$ cat src/sv/gpc_pkg.sv
package gpc_pkg;

  // Default sizing of the block
  localparam int DEF_MAX_COLUMNS = 1024;
  localparam int DEF_COUNT_BITS  = 32;

  // Width of one adder cell of the count chain
  localparam int SLICE_BITS = 8;

  // Fixed field widths on the ports
  localparam int ROW_WIDTH_BITS  = 11;
  localparam int PATH_COUNT_BITS = 32;
  localparam int IN_TDATA_BITS   = 8;

endpackage

$ cat src/sv/gpc_cell.sv
// One slice of the count adder. The cell keeps its slice of the left
// count and adds the matching slice of the above count, passing the
// carry on to the next cell of the chain.
module gpc_cell (
  input  logic                            clk,
  input  logic                            rst,
  input  logic                            load,
  input  logic                            clear,
  input  logic [gpc_pkg::SLICE_BITS-1:0]  count_slice,
  input  logic [gpc_pkg::SLICE_BITS-1:0]  above_slice,
  input  logic                            carry_in,
  output logic [gpc_pkg::SLICE_BITS-1:0]  sum_slice,
  output logic                            carry_out
);

  logic [gpc_pkg::SLICE_BITS-1:0] left_slice;
  logic [gpc_pkg::SLICE_BITS:0]   sum_wide;

  // Add this slice with the carry from the lower neighbor
  assign sum_wide  = {1'b0, left_slice} + {1'b0, above_slice}
                   + {{gpc_pkg::SLICE_BITS{1'b0}}, carry_in};
  assign sum_slice = sum_wide[gpc_pkg::SLICE_BITS-1:0];
  assign carry_out = sum_wide[gpc_pkg::SLICE_BITS];

  // Hold the left count slice; clear it at a row or grid end
  always_ff @(posedge clk) begin
    if (rst) begin
      left_slice <= '0;
    end else if (load) begin
      left_slice <= clear ? '0 : count_slice;
    end
  end

endmodule

$ cat config.mk
export PLATFORM = sky130hd
export DESIGN_NAME = gpc_cell
export DESIGN_NICKNAME = d
export VERILOG_FILES = /design/src/sv/gpc_pkg.sv /design/src/sv/gpc_cell.sv
export SDC_FILE = /design/constraint.sdc
export NUM_CORES = 1
export LEC_CHECK = 0
export BUFFER_PORTS_ARGS = -buffer_cell sky130_fd_sc_hd__clkbuf_2
export CAP_MARGIN = 40
export CELL_PAD_IN_SITES_DETAIL_PLACEMENT = 0
export CELL_PAD_IN_SITES_GLOBAL_PLACEMENT = 1
export CORE_MARGIN = 2
export CORE_UTILIZATION = 35
export CTS_BUF_LIST = sky130_fd_sc_hd__clkbuf_4
export DETAILED_ROUTE_END_ITERATION = 10
export PLACE_DENSITY_LB_ADDON = 0.1
export SLEW_MARGIN = 20
export SYNTH_ARGS = -nofsm -noshare
export SYNTH_HDL_FRONTEND = slang
export SYNTH_SLANG_ARGS = --single-unit
$ cat constraint.sdc
create_clock -name clk -period 2.85 [get_ports clk]
set_input_delay 0.1425 -clock clk [delete_from_list [all_inputs] [get_ports clk]]
set_output_delay 0.1425 -clock clk [all_outputs]
set_load 0.01 [all_outputs]
# Word-level counts from Yosys, hierarchy flattened
# Cells that the tools add are included.
[totals]
output_inout_bits = 9
ff_bits = 8
wordCells = 4
[op_classes]
n_mux = 1
addsub = 2
[op_table]
columns = ["operator", "n"]
rows = [
  ["adder 8 x 8 -> 9 bit", 1],
  ["adder 9 x 1 -> 9 bit", 1],
  ["two-way mux 8 bit", 1],
]

# Depth between registers and ports, before layout
[logic_depth]
word_depth = 2
depth_mapped = 6
depth_no_buf = 6

# Worst setup path after synthesis
# No wires, ideal clock.
[synth_path]
kind = "reg-to-output"
from = "register left_slice[0] in the netlist's numbering"
to = "output sum_slice[6] in the netlist's numbering"
stages_incl_launch_ff = 7
t_required_ps = 2707
arrival_ps = 1620
n_path_buf = 0
slack_ps = 1087
cell_sequence = "dfxtp_1 > fa_1 > fa_1 > a21oi_1 > nor2_1 > nor2_1 > xnor2_1"
[synth_via]
elab_chain_cells = 2
[synth_rtl]
columns = ["element", "line", "text"]
rows = [
  ["start, declared", "gpc_cell.sv:16", "logic [gpc_pkg::SLICE_BITS-1:0] left_slice;"],
  ["start signal, assigned", "gpc_cell.sv:30", "left_slice <= clear ? '0 : count_slice;"],
  ["adder 8 x 8 -> 9 bit", "gpc_cell.sv:20", "assign sum_wide = {1'b0, left_slice} + {1'b0, above_slice}"],
  ["adder 9 x 1 -> 9 bit", "gpc_cell.sv:21", "+ {{gpc_pkg::SLICE_BITS{1'b0}}, carry_in};"],
  ["end, declared", "gpc_cell.sv:12", "output logic [gpc_pkg::SLICE_BITS-1:0] sum_slice,"],
]
# No other way between the ends.

# Final worst setup path
# Ends and elaborated chain as after synthesis.

==> flow_summary.yaml <==
route:
  drt_iter0_markers: 5
  ant_nets: 0
  wire_per_inst_um: 10.3
  first_pass_iters: 3
  vias: 627
  drc_errors: 0
  avgViaCountPerCell: 4.75
  wirelength_um: 1370
logic_synthesis:
  synthSimpleGateAreaFrac_pct: 23.8
  synth_compound_area_share_pct: 20.8
  synth_top_family_by_area: "simple AND/OR/NAND/NOR gates"
  yosysTopAreaCellShare_pct: 25.5
  synthAdderAreaFrac_pct: 20.4
  syn_avg_cell_area_um2: 8.25
  synth.most_common_cell: "a21oi_1"
  synth_edf_count: 0
  ys.flop_type: "dfxtp_1"
  synthesis.nets: 106
  synth_xor_area_share_pct: 5.59
  synth.area.top_cells: "dfxtp_1 (26%), ha_1 (14%), a21oi_1 (10%)"
  synth_cell_types: 25
  synth_seq_cells: 8
  ys_seq_area_share_pct: 25.5
  synthCells: 76
  synthTopCellsByCount: "a21oi_1 (13), nor2_1 (9), nor2b_1 (9), dfxtp_1 (8), ha_1 (7)"
  synth_area_um2: 627
  ys_async_sr_fraction_pct: 0
  ys_warn_count: 0
  synth_top_area_cell: "dfxtp_1"
  synth_mux_area_share_pct: 1.60
timing:
  slew_headroom_pct: 75.3
  tightest_slew_ns: 0.362
  max_freq_ghz: 0.445
  hold_viol: 0
  slew_viol_final: 0
  fin_crit_sh_pct: 78.9
  setup_viol: 0
  fin_skew_ns: 0
  final.min_clock_period_ns: 2.25
  rsz0062_at_grt: "false"
  tns_ns: 0
cts:
  cts_setup_buffers: 0
  cts_resized: 0
  cts_buffer_depth: 2
  hold_buffers: 0
  cts_root_buf: "clkbuf_4"
  tritoncts: "done"
  numCtsBuffers: 3
  clk_pin_slew_ns: 0.05
  cts_sinks: 8
  insertion_delay_ns: 0.24
  h-tree-depth: 1
floorplanning:
  fp-row-count: 15
  dieHeight_um: 46.3
  initial_utilization_pct: 36.7
  core-area_um2: 1710
  die_area_um2: 2150
  fp.dieW_um: 46.3
  io_pins: 30
place:
  port-buffer-count: 29
  gp_congestion: 0.699
  dp_hpwl_um: 1160
  placed_cell_area_um2: 800
  place_inst: 129
power:
  p_leak_uw: 0.000417
  p_per_area_nw_per_um2: 372
  vdd_drop_max_uv: 242
finish:
  layoutNonFillerInstCount: 132
  area_growth_pct: 31.1
  diodes: 0
  final_layout_size_suffix_gt1_share_pct: 30.8
  nNetsFinal: 139
  fin_area_um2: 822
  top_regs: "left_slice: 8 flops"
  largest_reg_flops: 8
  top_register: "left_slice"
outcome:
  outcome: "finished, final reports clean"
global_route:
  grt_max_degree: 11
  first_global_vias: 572
  track_usage_pct: 15.1
  grt_overflow: 0
  grt_pass1_wl_um: 2300
  antenna_found_initial: 0
run:
  maxCapViolations: 0
setup_path:
  required_ns: 2.71
  cp-start-kind: "register"
  crit_arrival_ns: 2.11
  end_kind: "primary output"
  crit_fanout: 2
  worstSetupPathType: "register to primary output"
hold_path:
  min_path_type: "input port to register"
[critical path, cell delays in order, from the launching register on]
cell,delay (ns)
dfxtp_1,0.31
fa_1,0.42
fa_1,0.43
a21oi_1,0.21
nor2_1,0.06
nor2_1,0.16
xnor2_1,0.13
clkbuf_2,0.14
[kinds of logic (layout without fill, tap and decap cells)]
logic type / after synthesis / in the layout
compound gates: 21 / 21
xor+xnor: 4 / 4
fa+ha+maj: 9 / 9
buf+inv: 4 / 35
flops: 8 / 8
mux: 1 / 1
simple gates: 29 / 29
[area by class of cell]
| type | count | area (µm²) |
|---|---|---|
| clock buffers | 3 | 22.5 |
| fillers | 189 | 886 |
| multi-input cells | 64 | 452 |
| inverters | 3 | 11.3 |
| repair buffers | 29 | 145 |
| well taps | 25 | 31.3 |
| flip-flops and latches | 8 | 160 |
[metrics by stage]
stage	utilization (%)	hold WS, ns	total power (µW)	worst slack, ns
after detailed placement	46.8	0.377	226	0.874
final	48.1	0.125	306	0.602
after global routing	48.1	0.128	331	0.440
after global placement	46.8	0.367	225	0.889
after CTS	48.1	0.120	312	0.597
after floorplan	-	0.282	186	1.09
[cells in the final DEF, fill, tap and decap left out]
cell	count
a311o_1	2
a21oi_1	13
a221oi_1	1
nand3_1	2
clkbuf_2	29
dfxtp_1	8
o21bai_1	1
ha_1	7
fa_1	2
and2b_1	1
o21ai_0	1
xor2_1	2
nor4_1	1
clkbuf_4	3
inv_1	2
a21o_1	2
xnor2_1	2
a2111oi_0	1
nand2b_1	1
nand3b_1	1
mux2i_1	1
nand2_1	3
inv_2	1
nor2b_1	9
nor2_1	9
nor3_1	2
[where the power goes]
part	internal, µW	switching [µW]
logic	49.4	54.6
clock network	48.0	35.4
registers	116	2.56
[metal layers]
layer / track usage, % / routed length (µm) / up-vias
li1: - / - / 336
met1: 19.1 / 675 / 275
met2: 24.4 / 631 / 14
met3: 1.57 / 47 / 2
met4: 8.57 / 12 / 0
met5: 0 / 0 / -
[worst paths after layout]
check / from / to / slack (ns) / depth (start not counted)
max reg2reg: left_slice[1] / left_slice[1] / 2.10 / 3
max: left_slice[0] / sum_slice[6] / 0.60 / 7
min reg2reg: left_slice[6] / left_slice[6] / 0.48 / 2
min: count_slice[2] / left_slice[2] / 0.12 / 3
Note: power is estimated with default switching activity, not from simulation.
